## config.mk

```make
export PLATFORM = sky130hd
export DESIGN_NAME = config_line_splitter_top_flat
export DESIGN_NICKNAME = d
export VERILOG_FILES = /design/src/hdl/cls_pkg.sv /design/src/hdl/cls_if.sv /design/src/hdl/config_line_splitter_top.sv /design/src/hdl/cls_core.sv /design/src/hdl/cls_outq.sv /design/src/flat_wrapper.sv
export SDC_FILE = /design/constraint.sdc
export NUM_CORES = 1
export LEC_CHECK = 0
export ABC_AREA = 1
export BUFFER_PORTS_ARGS = -buffer_cell sky130_fd_sc_hd__buf_2
export CORE_AREA = 2 2 159 145
export CTS_BUF_LIST = sky130_fd_sc_hd__clkbuf_8
export DETAILED_ROUTE_END_ITERATION = 7
export DIE_AREA = 0 0 161 147
export GPL_TIMING_DRIVEN = 0
export PLACE_DENSITY_LB_ADDON = 0.25
export SLEW_MARGIN = 20
export SYNTH_ARGS = -nofsm -noshare
export SYNTH_HDL_FRONTEND = slang
export SYNTH_SLANG_ARGS = --single-unit
```

## constraint.sdc

```tcl
create_clock -name clk -period 10.5 [get_ports clk]
set_input_delay 0.525 -clock clk [delete_from_list [all_inputs] [get_ports clk]]
set_output_delay 0.525 -clock clk [all_outputs]
set_load 0.05 [all_outputs]
```

## src/hdl/cls_pkg.sv

```systemverilog
`default_nettype none

package cls_pkg;

	localparam int MAX_LINE = 4096;
	localparam int CFG_W    = 13;
	localparam int POS_W    = 12;
	localparam int BYTE_W   = 8;

	typedef logic [POS_W-1:0]  count_t;
	typedef logic [BYTE_W-1:0] byte_t;
	typedef logic [CFG_W-1:0]  cfg_t;

	// Largest usable buffer size: the build limit, capped by what the position field holds.
	localparam int LIMIT_CAP = (MAX_LINE < (2 ** POS_W)) ? MAX_LINE : (2 ** POS_W);

	localparam cfg_t CFG_RESET = cfg_t'(4096);

	localparam byte_t CH_NUL   = 8'h00;
	localparam byte_t CH_TAB   = 8'h09;
	localparam byte_t CH_LF    = 8'h0A;
	localparam byte_t CH_CR    = 8'h0D;
	localparam byte_t CH_SP    = 8'h20;
	localparam byte_t CH_QUOTE = 8'h22;
	localparam byte_t CH_SEMI  = 8'h3B;
	localparam byte_t CH_BSL   = 8'h5C;

	localparam logic KIND_CHAR = 1'b0;
	localparam logic KIND_EOL  = 1'b1;

	typedef struct packed {
		logic   kind;
		byte_t  char_out;
		count_t position;
		count_t line_length;
		logic   last;
	} res_t;

	// Results produced by one item: count, then up to two results in order.
	typedef struct packed {
		logic [1:0] num;
		res_t       first;
		res_t       second;
	} push_t;

	localparam int QDEPTH = 4;
	localparam int QPTR_W = $clog2(QDEPTH);
	localparam int QCNT_W = $clog2(QDEPTH + 1);

	// Number of bytes a line may hold before it is cut.
	function automatic count_t calc_limit(cfg_t size);
		cfg_t sz;
		sz = size;
		if (sz > cfg_t'(LIMIT_CAP)) sz = cfg_t'(LIMIT_CAP);
		if (sz < cfg_t'(2)) sz = cfg_t'(2);
		return count_t'(sz - cfg_t'(1));
	endfunction

	localparam count_t LIMIT_RESET = calc_limit(CFG_RESET);

endpackage

`default_nettype wire

```

## src/hdl/cls_if.sv

```systemverilog
`default_nettype none

interface cls_text_if;
	logic           valid;
	logic           ready;
	cls_pkg::byte_t byte_in;
	logic           end_of_input;

	modport source(output valid, byte_in, end_of_input, input ready);
	modport sink(input valid, byte_in, end_of_input, output ready);
endinterface

interface cls_result_if;
	logic            valid;
	logic            ready;
	logic            kind;
	cls_pkg::byte_t  char_out;
	cls_pkg::count_t position;
	cls_pkg::count_t line_length;
	logic            last;

	modport source(output valid, kind, char_out, position, line_length, last, input ready);
	modport sink(input valid, kind, char_out, position, line_length, last, output ready);
endinterface

interface cls_cfg_if;
	logic           valid;
	logic           ready;
	cls_pkg::cfg_t  line_size;

	modport source(output valid, line_size, input ready);
	modport sink(input valid, line_size, output ready);
endinterface

`default_nettype wire

```

## src/hdl/config_line_splitter_top.sv

```systemverilog
// Configuration line splitter. Takes one text byte per item on the text channel and produces
// results on the result channel: each kept character with its position in the line, and an
// end-of-line result carrying the line length with trailing blanks stripped. One item is
// accepted every cycle while the result queue has room; each item yields zero, one or two
// results, and the result channel delivers one result per cycle while its sink is ready, so
// a run of items that each end a full line is held back to the pace of the result channel.
// An item passes an input register, is decoded from it and is written into a four-entry
// result queue, from which its first result is offered. The line_size register may be
// written whenever the block is idle; lines are cut after line_size minus one bytes, with
// sizes above 4096 treated as 4096 and sizes below 2 treated as 2. The line state survives
// idle periods until a line end or an end-of-input item closes it.
`default_nettype none

module config_line_splitter_top (
	input  wire logic    clk,
	input  wire logic    arst_n,
	cls_text_if.sink     text,
	cls_cfg_if.sink      cfg,
	cls_result_if.source result
);

	cls_pkg::push_t push;
	logic           room;

	cls_core u_core (
		.clk    (clk),
		.arst_n (arst_n),
		.text   (text),
		.cfg    (cfg),
		.room   (room),
		.push   (push)
	);

	cls_outq u_outq (
		.clk    (clk),
		.arst_n (arst_n),
		.push   (push),
		.room   (room),
		.result (result)
	);

endmodule

`default_nettype wire

```

## src/hdl/cls_core.sv

```systemverilog
`default_nettype none

module cls_core (
	input  wire logic        clk,
	input  wire logic        arst_n,
	cls_text_if.sink         text,
	cls_cfg_if.sink          cfg,
	input  wire logic        room,
	output cls_pkg::push_t   push
);

	logic            valid_s1;
	cls_pkg::byte_t  byte_s1;
	logic            eoi_s1;

	logic            in_quote_q, escaped_q;
	cls_pkg::count_t kept_q, trimmed_q;
	cls_pkg::count_t limit_q;

	logic            in_quote_n, escaped_n;
	cls_pkg::count_t kept_n, trimmed_n;
	cls_pkg::count_t kept_inc, trim_new;
	logic            is_ws;
	logic            fire;
	logic [1:0]      num;
	cls_pkg::res_t   first, second;

	assign fire       = valid_s1 && room;
	assign text.ready = !valid_s1 || room;
	assign cfg.ready  = 1'b1;

	always_ff @(posedge clk or negedge arst_n) begin
		if (!arst_n) begin
			valid_s1 <= 1'b0;
		end else if (text.ready) begin
			valid_s1 <= text.valid;
		end
	end

	always_ff @(posedge clk) begin
		if (text.valid && text.ready) begin
			byte_s1 <= text.byte_in;
			eoi_s1  <= text.end_of_input;
		end
	end

	always_ff @(posedge clk or negedge arst_n) begin
		if (!arst_n) begin
			limit_q <= cls_pkg::LIMIT_RESET;
		end else if (cfg.valid) begin
			limit_q <= cls_pkg::calc_limit(cfg.line_size);
		end
	end

	always_comb begin
		kept_inc   = kept_q + cls_pkg::count_t'(1);
		is_ws      = (byte_s1 == cls_pkg::CH_SP) || (byte_s1 == cls_pkg::CH_TAB);
		trim_new   = is_ws ? trimmed_q : kept_inc;
		in_quote_n = in_quote_q;
		escaped_n  = escaped_q;
		kept_n     = kept_q;
		trimmed_n  = trimmed_q;
		num        = 2'd0;

		first.kind        = cls_pkg::KIND_EOL;
		first.char_out    = '0;
		first.position    = '0;
		first.line_length = trimmed_q;
		first.last        = 1'b1;

		second.kind        = cls_pkg::KIND_EOL;
		second.char_out    = '0;
		second.position    = '0;
		second.line_length = trim_new;
		second.last        = 1'b1;

		if (eoi_s1) begin
			if (kept_q != '0) num = 2'd1;
			in_quote_n = 1'b0;
			escaped_n  = 1'b0;
			kept_n     = '0;
			trimmed_n  = '0;
		end else if ((byte_s1 == cls_pkg::CH_NUL) || (byte_s1 == cls_pkg::CH_LF) ||
				((byte_s1 == cls_pkg::CH_SEMI) && !escaped_q && !in_quote_q)) begin
			// An empty line leaves quote and escape state as it was.
			if (kept_q != '0) begin
				num        = 2'd1;
				in_quote_n = 1'b0;
				escaped_n  = 1'b0;
				kept_n     = '0;
				trimmed_n  = '0;
			end
		end else if (byte_s1 == cls_pkg::CH_CR) begin
			num = 2'd0;
		end else if ((byte_s1 == cls_pkg::CH_BSL) && !escaped_q) begin
			escaped_n = 1'b1;
		end else if ((byte_s1 == cls_pkg::CH_QUOTE) && !escaped_q) begin
			in_quote_n = !in_quote_q;
		end else if (is_ws && (kept_q == '0)) begin
			num = 2'd0;
		end else begin
			first.kind        = cls_pkg::KIND_CHAR;
			first.char_out    = byte_s1;
			first.position    = kept_q;
			first.line_length = '0;
			if (kept_inc >= limit_q) begin
				// Line is full: the character is followed by its line end.
				num        = 2'd2;
				first.last = 1'b0;
				in_quote_n = 1'b0;
				escaped_n  = 1'b0;
				kept_n     = '0;
				trimmed_n  = '0;
			end else begin
				num       = 2'd1;
				kept_n    = kept_inc;
				trimmed_n = trim_new;
				escaped_n = 1'b0;
			end
		end
	end

	assign push.num    = fire ? num : 2'd0;
	assign push.first  = first;
	assign push.second = second;

	always_ff @(posedge clk or negedge arst_n) begin
		if (!arst_n) begin
			in_quote_q <= 1'b0;
			escaped_q  <= 1'b0;
			kept_q     <= '0;
			trimmed_q  <= '0;
		end else if (fire) begin
			in_quote_q <= in_quote_n;
			escaped_q  <= escaped_n;
			kept_q     <= kept_n;
			trimmed_q  <= trimmed_n;
		end
	end

	a_eoi_clears: assert property (@(posedge clk) disable iff (!arst_n)
		fire && eoi_s1 |=> (kept_q == '0) && (trimmed_q == '0) && !in_quote_q && !escaped_q)
		else $error("end of input did not clear the line state");

	a_trim_bound: assert property (@(posedge clk) disable iff (!arst_n)
		trimmed_q <= kept_q)
		else $error("trimmed length exceeds kept length");

	a_no_push_idle: assert property (@(posedge clk) disable iff (!arst_n)
		!fire |-> (push.num == 2'd0))
		else $error("results pushed without a processed item");

endmodule

`default_nettype wire

```

## src/hdl/cls_outq.sv

```systemverilog
`default_nettype none

module cls_outq (
	input  wire logic           clk,
	input  wire logic           arst_n,
	input  wire cls_pkg::push_t push,
	output logic                room,
	cls_result_if.source        result
);

	cls_pkg::res_t                entries_q [cls_pkg::QDEPTH];
	logic [cls_pkg::QPTR_W-1:0]   wr_ptr_q, rd_ptr_q, wr_ptr_p1;
	logic [cls_pkg::QCNT_W-1:0]   count_q;
	logic                         pop;
	cls_pkg::res_t                head;

	// Two free slots are needed, since one item can produce two results.
	assign room      = count_q <= cls_pkg::QCNT_W'(cls_pkg::QDEPTH - 2);
	assign pop       = result.valid && result.ready;
	assign wr_ptr_p1 = wr_ptr_q + cls_pkg::QPTR_W'(1);
	assign head      = entries_q[rd_ptr_q];

	always_ff @(posedge clk) begin
		if (push.num != 2'd0) entries_q[wr_ptr_q] <= push.first;
		if (push.num == 2'd2) entries_q[wr_ptr_p1] <= push.second;
	end

	always_ff @(posedge clk or negedge arst_n) begin
		if (!arst_n) begin
			wr_ptr_q <= '0;
			rd_ptr_q <= '0;
			count_q  <= '0;
		end else begin
			wr_ptr_q <= wr_ptr_q + cls_pkg::QPTR_W'(push.num);
			if (pop) rd_ptr_q <= rd_ptr_q + cls_pkg::QPTR_W'(1);
			count_q <= count_q + cls_pkg::QCNT_W'(push.num) - cls_pkg::QCNT_W'(pop);
		end
	end

	assign result.valid       = count_q != '0;
	assign result.kind        = head.kind;
	assign result.char_out    = head.char_out;
	assign result.position    = head.position;
	assign result.line_length = head.line_length;
	assign result.last        = head.last;

	a_count_bound: assert property (@(posedge clk) disable iff (!arst_n)
		count_q <= cls_pkg::QCNT_W'(cls_pkg::QDEPTH))
		else $error("result queue count out of range");

	a_push_room: assert property (@(posedge clk) disable iff (!arst_n)
		(push.num != 2'd0) |-> room && (push.num != 2'd3))
		else $error("result queue overflow");

	a_ptr_track: assert property (@(posedge clk) disable iff (!arst_n)
		(count_q != '0) && (count_q != cls_pkg::QCNT_W'(cls_pkg::QDEPTH)) |->
		(wr_ptr_q != rd_ptr_q))
		else $error("result queue pointers disagree with count");

endmodule

`default_nettype wire
```

## src/flat_wrapper.sv

```systemverilog
// flat-port wrapper written by rule: the top's interface ports become plain ports
module config_line_splitter_top_flat 
  (clk, arst_n, text_valid, text_byte_in, text_end_of_input, text_ready, cfg_valid, cfg_line_size, cfg_ready, result_valid, result_kind, result_char_out, result_position, result_line_length, result_last, result_ready);
  cls_text_if text_i ();
  cls_cfg_if cfg_i ();
  cls_result_if result_i ();
  input  wire logic clk;
  input  wire logic arst_n;
  input wire logic [$bits(text_i.valid)-1:0] text_valid;
  input wire logic [$bits(text_i.byte_in)-1:0] text_byte_in;
  input wire logic [$bits(text_i.end_of_input)-1:0] text_end_of_input;
  output wire logic [$bits(text_i.ready)-1:0] text_ready;
  input wire logic [$bits(cfg_i.valid)-1:0] cfg_valid;
  input wire logic [$bits(cfg_i.line_size)-1:0] cfg_line_size;
  output wire logic [$bits(cfg_i.ready)-1:0] cfg_ready;
  output wire logic [$bits(result_i.valid)-1:0] result_valid;
  output wire logic [$bits(result_i.kind)-1:0] result_kind;
  output wire logic [$bits(result_i.char_out)-1:0] result_char_out;
  output wire logic [$bits(result_i.position)-1:0] result_position;
  output wire logic [$bits(result_i.line_length)-1:0] result_line_length;
  output wire logic [$bits(result_i.last)-1:0] result_last;
  input wire logic [$bits(result_i.ready)-1:0] result_ready;
  assign text_i.valid = text_valid;
  assign text_i.byte_in = text_byte_in;
  assign text_i.end_of_input = text_end_of_input;
  assign text_ready = text_i.ready;
  assign cfg_i.valid = cfg_valid;
  assign cfg_i.line_size = cfg_line_size;
  assign cfg_ready = cfg_i.ready;
  assign result_valid = result_i.valid;
  assign result_kind = result_i.kind;
  assign result_char_out = result_i.char_out;
  assign result_position = result_i.position;
  assign result_line_length = result_i.line_length;
  assign result_last = result_i.last;
  assign result_i.ready = result_ready;
  config_line_splitter_top u_core (.clk(clk), .arst_n(arst_n), .text(text_i), .cfg(cfg_i), .result(result_i));
endmodule
```

==> results of run 1 <==
[logic make-up (layout without fill, tap and decap cells)]
group	count (synthesis)	count (layout)	synth area share
and+or+nand+nor	579	579	0.249
xor gates and xnor gates	11	11	0.00984
adders and majority gates	20	20	0.0263
buffers and inverters	171	265	0.0749
muxes	3	3	0.00307
AOI/OAI and AO/OA	296	296	0.162
DFF	191	191	0.474
other	1	1	0.000383
[stage by stage]
step	std cells	instance area (µm²)	setup WS (ps)	utilization	hold slack, ps
6_report	1663	10900	5580	0.492	40.4
5_1_grt	1663	10900	5180	0.492	67.7
4_1_cts	1663	10900	5700	0.492	205
3_5_place_dp	1631	10500	5720	0.473	445
3_3_place_gp	1631	10500	5800	0.473	437
2_1_floorplan	1272	9790	7000	-	229
[registers in the layout, summed over array words and instances (netlist names), 2 cells and up]
register and flops:
u_core.u_core.byte_s1 8, u_core.u_outq.count_q 3, u_core.u_outq.entries_q 136, u_core.u_core.trimmed_q 12
u_core.u_core.limit_q 12, u_core.u_core.kept_q 12, u_core.u_outq.wr_ptr_q 2, u_core.u_outq.rd_ptr_q 2
[cells in the final DEF (no fill, tap or decap), types with 2 or more instances in the layout]
master | Yosys | final
clkbuf_1 | 38 | 38
o21ai_1 | 12 | 12
ha_1 | 19 | 19
o22ai_1 | 71 | 71
clkinvlp_4 | 0 | 3
nand3b_1 | 2 | 2
o21ai_0 | 134 | 134
clkbuf_8 | 0 | 17
nand3_1 | 118 | 118
buf_4 | 11 | 12
buf_1 | 3 | 3
nor4_1 | 3 | 3
bufinv_16 | 0 | 2
buf_2 | 21 | 82
inv_6 | 0 | 4
inv_8 | 0 | 2
nand4_1 | 8 | 8
a22oi_1 | 4 | 4
nor3_2 | 2 | 2
nand2_2 | 7 | 7
buf_6 | 3 | 3
dfrtp_1 | 34 | 34
nor3_1 | 7 | 7
nor2_1 | 181 | 181
xnor2_1 | 4 | 4
edfxtp_1 | 57 | 57
nor2_2 | 4 | 4
nand2_1 | 241 | 241
inv_2 | 8 | 8
xor2_1 | 7 | 7
a21oi_1 | 72 | 72
inv_1 | 85 | 87
or2_2 | 2 | 2
dfxtp_1 | 88 | 88
dfstp_2 | 12 | 12
mux2i_1 | 3 | 3
[area by class of cell]
cell class	instances	area [µm²]
Timing Repair Buffer	62	313
Clock inverter	15	171
Buffer	76	375
Multi-Input combinational cell	910	4420
Fill cell	2210	11200
Inverter	95	358
Clock buffer	17	234
Tap cell	297	372
Sequential cell	191	4640
[worst paths after layout]
kind / to / slack [ps] / cells past startpoint
max: u_core.u_outq.entries_q[3][4]$_DFFE_PP_ / 5580 / 22
max reg2reg: u_core.u_outq.entries_q[3][4]$_DFFE_PP_ / 5580 / 22
max in group asynchronous: u_core.u_core.kept_q[2]$_DFFE_PN0P_ / 10040 / 1
min in group clk: u_core.u_core.byte_s1[6]$_DFFE_PP_ / 230 / 1
min reg2reg: u_core.u_outq.entries_q[1][0]$_SDFFE_PP1N_ / 470 / 2
min: u_core.u_core.in_quote_q$_DFFE_PN0P_ / 40 / 1
[where the power goes]
group	internal [mW]	switching [mW]
clock network	0.228	0.286
registers	0.995	0.120
logic	0.456	1.32
[layer usage]
| layer | wire length [µm] | vias up | GRT usage | share of wire |
|---|---|---|---|---|
| met5 | 0 | - | 0 | 0 |
| met2 | 13000 | 490 | 0.386 | 0.44 |
| met1 | 13000 | 4277 | 0.360 | 0.44 |
| met4 | 394 | 0 | 0.0625 | 0.013 |
| li1 | - | 4452 | - | - |
| met3 | 3050 | 33 | 0.0511 | 0.10 |
[worst max-delay path, stage by stage (launching register included)]
cell,delay [ps]
dfrtp_1,470
ha_1,280
nand2_1,80
nor2_1,150
inv_1,60
nor3_1,210
inv_1,100
nor2_1,120
xor2_1,360
ha_1,300
nand2_1,60
inv_1,30
nand2_1,80
inv_1,60
nand2_1,60
nand3_1,70
nor2_1,270
inv_1,170
nand3_4,190
nor2_2,80
inv_2,160
clkbuf_1,560
nand2_1,600
==> metrics.md, run 1 <==
| Metric | Value |
|---|---|
| CTS root buf | `clkbuf_8` |
| Setup CP Type | `register to register` |
| Via count | `9252` |
| Vias in the first global route | `8504` |
| Area delta synth->final | `11.1%` |
| Leading area contributor after synthesis | `dfxtp_1` |
| Die Width | `161 µm` |
| CP startpoint | `u_core.u_core.kept_q[0]$_DFFE_PN0P_` |
| Crit path required time | `approximately 11000 ps` |
| Worst hold path class | `input pin to async pin` |
| Tot GR Track Use | `0.250` |
| Proportion of layout cells with a drive suffix above 1 | `0.122` |
| Skew final | `between 20 and 30 ps` |
| Clock Tree Buf Depth | `2` |
| Max VDD drop | `about 0.20 mV` |
| Die height | `about 150 µm` |
| Antenna cells | `0` |
| Sink Count | `191` |
| DR DRC count | `0` |
| Synthesized flop and latch total | `191` |
| Largest net degree at the start of global routing | `47` |
| Post-synthesis cell type count | `42` |
| Clk Latency, worst-skew pair | `approximately 480 ps` |
| First-pass GRT wire length | `roughly 46000 µm` |
| CP Max Fanout | `12` |
| Iteration-0 DRC Markers | `937` |
| Startpoint Class | `register` |
| Hold buffer count at CTS | `0` |
| Post-Synthesis Cells | `roughly 1.3k` |
| Antenna violations before repair | `0` |
| Worst EP arrival | `4980 ps` |
| Post-route ant nets | `0` |
| Mapped Nets | `1319` |
| Clk slew on worst S/H paths | `100 ps` |
| DR WL/cell | `roughly 18 µm` |
| Setup TNS | `0 ps` |
| Via density | `5.56` |
| Die area | `0.0237 mm²` |
| Post-synth EDFFs | `57` |
| Top-count cell post-synth | `nand2_1` |
| # rows | `52` |
| # Post-CTS Setup Buffers | `0` |
| Final wirelength | `29400 µm` |
| HPWL after DPL | `21000 µm` |
| Final period utilization | `0.468` |
| Final Critical Period | `4920 ps` |
| Tot Pwr | `3.41 mW` |
| Worst slew pin tran | `811 ps` |
| RR Startpoint | `u_core.u_core.kept_q[0]$_DFFE_PN0P_` |
| Power Density | `about 310 mW/mm²` |
| Top cell type's share of synthesized area | `0.180` |
| Total core area | `approximately 0.022 mm²` |
| GP Congestion | `0.887` |
| # setup viols final | `0` |
| Pins Over Slew Limit | `0` |
| Unrepaired setup endpoints after global routing | `false` |
| Lkg Pwr | `around 5 nW` |
| Status | `finished, final reports clean` |
| CTS H-tree lvls | `4` |
| Commonest cells post-synth | `nand2_1, nor2_1, o21ai_0` |
| Area of the mapped netlist | `around 0.01 mm²` |
| CTS tree | `built` |
| Slew HR | `0.453` |
| Cts repair resizes | `0` |
| Max-Cap Viols | `0` |
| Starting Density | `0.443` |
| Fin nets | `around 1.4k` |
| Synth Flop Type | `dfxtp_1` |
| Inserted Clock Buffers | `17` |
| Ranking of synthesized cells by area | `dfxtp_1, edfxtp_1, nand2_1` |
| Ys Warns | `0` |
| Avg Cell Area, Syn | `7.70 µm²` |
| CP Capture Type | `register` |
| Peak Freq | `203 MHz` |
| Hold Fails Final Rpt | `0` |
| Num ports | `between 60 and 70` |
| Total grt overflow | `0` |
| Async set-reset flop share out of synthesis | `0.241` |
| Post-synthesis sequential area ratio | `0.474` |
| # port buffers | `62` |
| DR pass1 iterations | `8` |
No activity file was read; power rests on OpenSTA's default activity.
==> run 2: changes to the inputs <==
- ABC_AREA: 1 -> 0
- CORE_AREA: 2 2 159 145 -> 2 2 152 139
- DIE_AREA: 0 0 161 147 -> 0 0 154 141
- clock period: 10.5 -> 5.1 ns (I/O delays scaled with it)
==> metrics.md, run 2 <==
| Metric | Value |
|---|---|
| Status | `finished, final reports clean` |
| Logic gate share of total power | `0.427 (-0.095)` |
| Via count | `6405 (-31%)` |
| Iteration-0 DRC Markers | `435 (-54%)` |
| Internal power | `3.23 mW (+92%)` |
| Leading area contributor after synthesis | `dfxtp_1` |
| HPWL after DPL | `15500 µm (-26%)` |
| Post-synthesis sequential area ratio | `0.521 (+0.0466)` |
| DR DRC count | `0 (unchanged)` |
| Most common cell after layout, fill and taps aside | `a22o_1` |
| Commonest cells post-synth | `a22o_1, dfxtp_1, edfxtp_1` |
| Dpl ws | `432 ps (-5290 ps)` |
| Clk slew on worst S/H paths | `110 ps (about the same)` |
| Avg Cell Area, Syn | `12.0 µm² (+56%)` |
| Vias in the first global route | `6332 (-26%)` |
| CTS tree | `built` |
| Setup ws final | `496 ps (-5090 ps)` |
| Sink Count | `191 (unchanged)` |
| Die Width | `154 µm (-4.3%)` |
| # setup viols final | `0 (unchanged)` |
| Switching share of power | `0.418 (-0.0895)` |
| Worst EP arrival | `4720 ps (-260 ps)` |
| Synthesized flop and latch total | `191 (unchanged)` |
| Unrepaired setup endpoints after global routing | `false` |
| Lkg Pwr | `4.09 nW (-18%)` |
| CP Max Fanout | `12 (unchanged)` |
| # port buffers | `61 (-1.6%)` |
| Largest net degree at the start of global routing | `47 (unchanged)` |
| Setup CP Type | `register to register` |
| Top cell type's share of synthesized area | `0.198 (+0.0177)` |
| Most frequent cells in the layout | `a22o_1, dfxtp_1, buf_2` |
| Total core area | `0.0203 mm² (-8.1%)` |
| Sequential share of power | `0.376 (+0.049)` |
| Num ports | `64 (unchanged)` |
| Clk Latency, worst-skew pair | `490 ps (about the same)` |
| Reg with most FFs | `u_core.u_outq.entries_q` |
| Clock power share | `0.197 (+0.046)` |
| Synth Flop Type | `dfxtp_1` |
| Top-count cell post-synth | `a22o_1` |
| Switching power | `2.32 mW (+34%)` |
| Startpoint Class | `register` |
| Final period utilization | `0.903 (+0.434)` |
| CTS root buf | `clkbuf_8` |
| Power Density | `549 mW/mm² (+75%)` |
| Antenna cells | `0 (unchanged)` |
| Setup TNS | `0 ps (unchanged)` |
| Post-synth EDFFs | `57 (unchanged)` |
| Skew final | `20.3 ps (-5.22 ps)` |
| Peak Freq | `217 MHz (+6.8%)` |
| Die height | `141 µm (-4.1%)` |
| Ys Warns | `0 (unchanged)` |
| DR WL/cell | `20.1 µm (+14%)` |
| Post-route ant nets | `0 (unchanged)` |
| Slew HR | `0.362 (-0.0914)` |
| Proportion of layout cells with a drive suffix above 1 | `0.219 (+0.0969)` |
| Tot GR Track Use | `0.212 (-0.0372)` |
| Final Instance Area | `0.0101 mm² (-7.2%)` |
| Fin nets | `878 (-37%)` |
| Async set-reset flop share out of synthesis | `0.241 (unchanged)` |
| Post-synthesis cell type count | `72 (+71%)` |
| Area of the mapped netlist | `0.00891 mm² (-9.0%)` |
| Inserted Clock Buffers | `17 (unchanged)` |
| Post-Synthesis Cells | `740 (-42%)` |
| Hold Fails Final Rpt | `0 (unchanged)` |
| Antenna violations before repair | `0 (unchanged)` |
| Flop2flop setup slack | `500 ps (-5090 ps)` |
| Worst hold path class | `input pin to register` |
| Pins Over Slew Limit | `0 (unchanged)` |
| DR pass1 iterations | `5 (-3)` |
| Min Hold Slack | `86.9 ps (+46.5 ps)` |
| Largest register FFs | `136 (unchanged)` |
| Area delta synth->final | `13.2%` |
| CTS H-tree lvls | `4 (unchanged)` |
| GP Congestion | `0.873 (-1.5%)` |
| CP Capture Type | `register` |
| Final Critical Period | `4600 ps (-313 ps)` |
| Mapped Nets | `787 (-40%)` |
| Starting Density | `0.438 (-0.00420)` |
| Clock Tree Buf Depth | `2 (unchanged)` |
| Die area | `0.0217 mm² (-8.3%)` |
| Via density | `5.80 (+4.3%)` |
| # Post-CTS Setup Buffers | `0 (unchanged)` |
| First-pass GRT wire length | `35300 µm (-24%)` |
| Placed cell area | `0.00954 mm² (-8.9%)` |
| Max VDD drop | `0.256 mV (+31%)` |
| Total grt overflow | `0 (unchanged)` |
| Crit path required time | `5220 ps (-5340 ps)` |
| Final wirelength | `22200 µm (-24%)` |
| # rows | `50 (-3.8%)` |
| Ranking of synthesized cells by area | `dfxtp_1, edfxtp_1, a22o_1` |
| Worst slew pin tran | `957 ps (+146 ps)` |
| Max-Cap Viols | `0 (unchanged)` |
[run 2: cell types whose count changed in the layout (fill, tap and decap cells not counted), sizes merged, moves of 34 or more]
cell   previous run  this run
mux4              0        34
nand2           249        26
nor2            185        53
nand3           120         9
a21oi            73        24
inv             102        44
o22ai            71         4
a22o              0       115
o21ai           146        22
[run 2: per-stage QoR]
stage           util  std cells  power, mW
2_1_floorplan      -        740       3.87
4_1_cts        0.496       1104       5.57
6_report       0.496       1104       5.54
3_5_place_dp   0.469       1061       4.48
3_3_place_gp   0.469       1061       4.45
5_1_grt        0.496       1104       5.84
[run 2: routing by layer]
metal | GRT usage | vias to the layer above | part of all wire
li1 | - | 3004 | -
met1 | 0.296 | 3171 | 0.47
met2 | 0.322 | 194 | 0.45
met3 | 0.0483 | 36 | 0.051
met4 | 0.0871 | 0 | 0.026
met5 | 0 | - | 0
[run 2: layout make-up]
cell class                 count  area (µm²)
fill                        1837       10200
sequential                   191        4640
multi-input combinational    459        3870
timing repair buffer          72         418
tap                          260         325
buffer                        56         284
clock buffer                  17         234
clock inverter                15         194
inverter                      34         128
[run 2: path summary, 6_finish.rpt]
check	cells past startpoint	startpoint	end
setup / recovery	14	u_core.u_core.kept_q[0]$_DFFE_PN0P_	u_core.u_outq.entries_q[3][4]$_DFFE_PP_
hold / removal	3	cfg_line_size[11]	u_core.u_core.limit_q[11]$_DFFE_PN1P_
setup reg to reg	14	u_core.u_core.kept_q[0]$_DFFE_PN0P_	u_core.u_outq.entries_q[3][4]$_DFFE_PP_
hold reg to reg	2	u_core.u_outq.entries_q[1][33]$_SDFFE_PP1N_	u_core.u_outq.entries_q[1][33]$_SDFFE_PP1N_
max in group asynchronous	2	arst_n	u_core.u_outq.wr_ptr_q[1]$_DFF_PN0_
min in group asynchronous	2	arst_n	u_core.u_core.trimmed_q[4]$_DFFE_PN0P_
[run 2: worst max-delay path, stage by stage, from the launching register on]
cell,delay [ps]
dfrtp_1,470
clkbuf_1,360
and3_1,240
nand3_1,160
xnor2_1,700
ha_1,280
nand4_1,130
a211oi_1,240
a21oi_1,120
a211o_1,280
buf_6,140
nor2_2,280
o21ai_4,160
buf_6,210
inv_1,450
[run 2: what timing repair did]
action,in CTS,in global routing
hold buffers,11,0
gates resized for setup,0,1
endpoints found under the setup margin,0,1
endpoints found under the hold margin,21,0
[run 2: cell families after synthesis]
kind of cell               synth area share
xor gates and xnor gates             0.0167
buffers and inverters                0.0460
muxes                                0.0942
DFF                                   0.521
other                              0.000421
and+or+nand+nor                      0.0956
adders and majority gates            0.0289
AOI/OAI and AO/OA                     0.198
[run 2: power by group through the flow]
stage                     combinational (mW)  sequential, mW  clock, mW
after global routing                    2.54            2.12       1.18
final                                   2.37            2.08       1.09
after CTS                               2.38            2.08       1.11
after global placement                  2.35            2.10          0
after detailed placement                2.37            2.11          0
after floorplan                         1.82            2.05          0
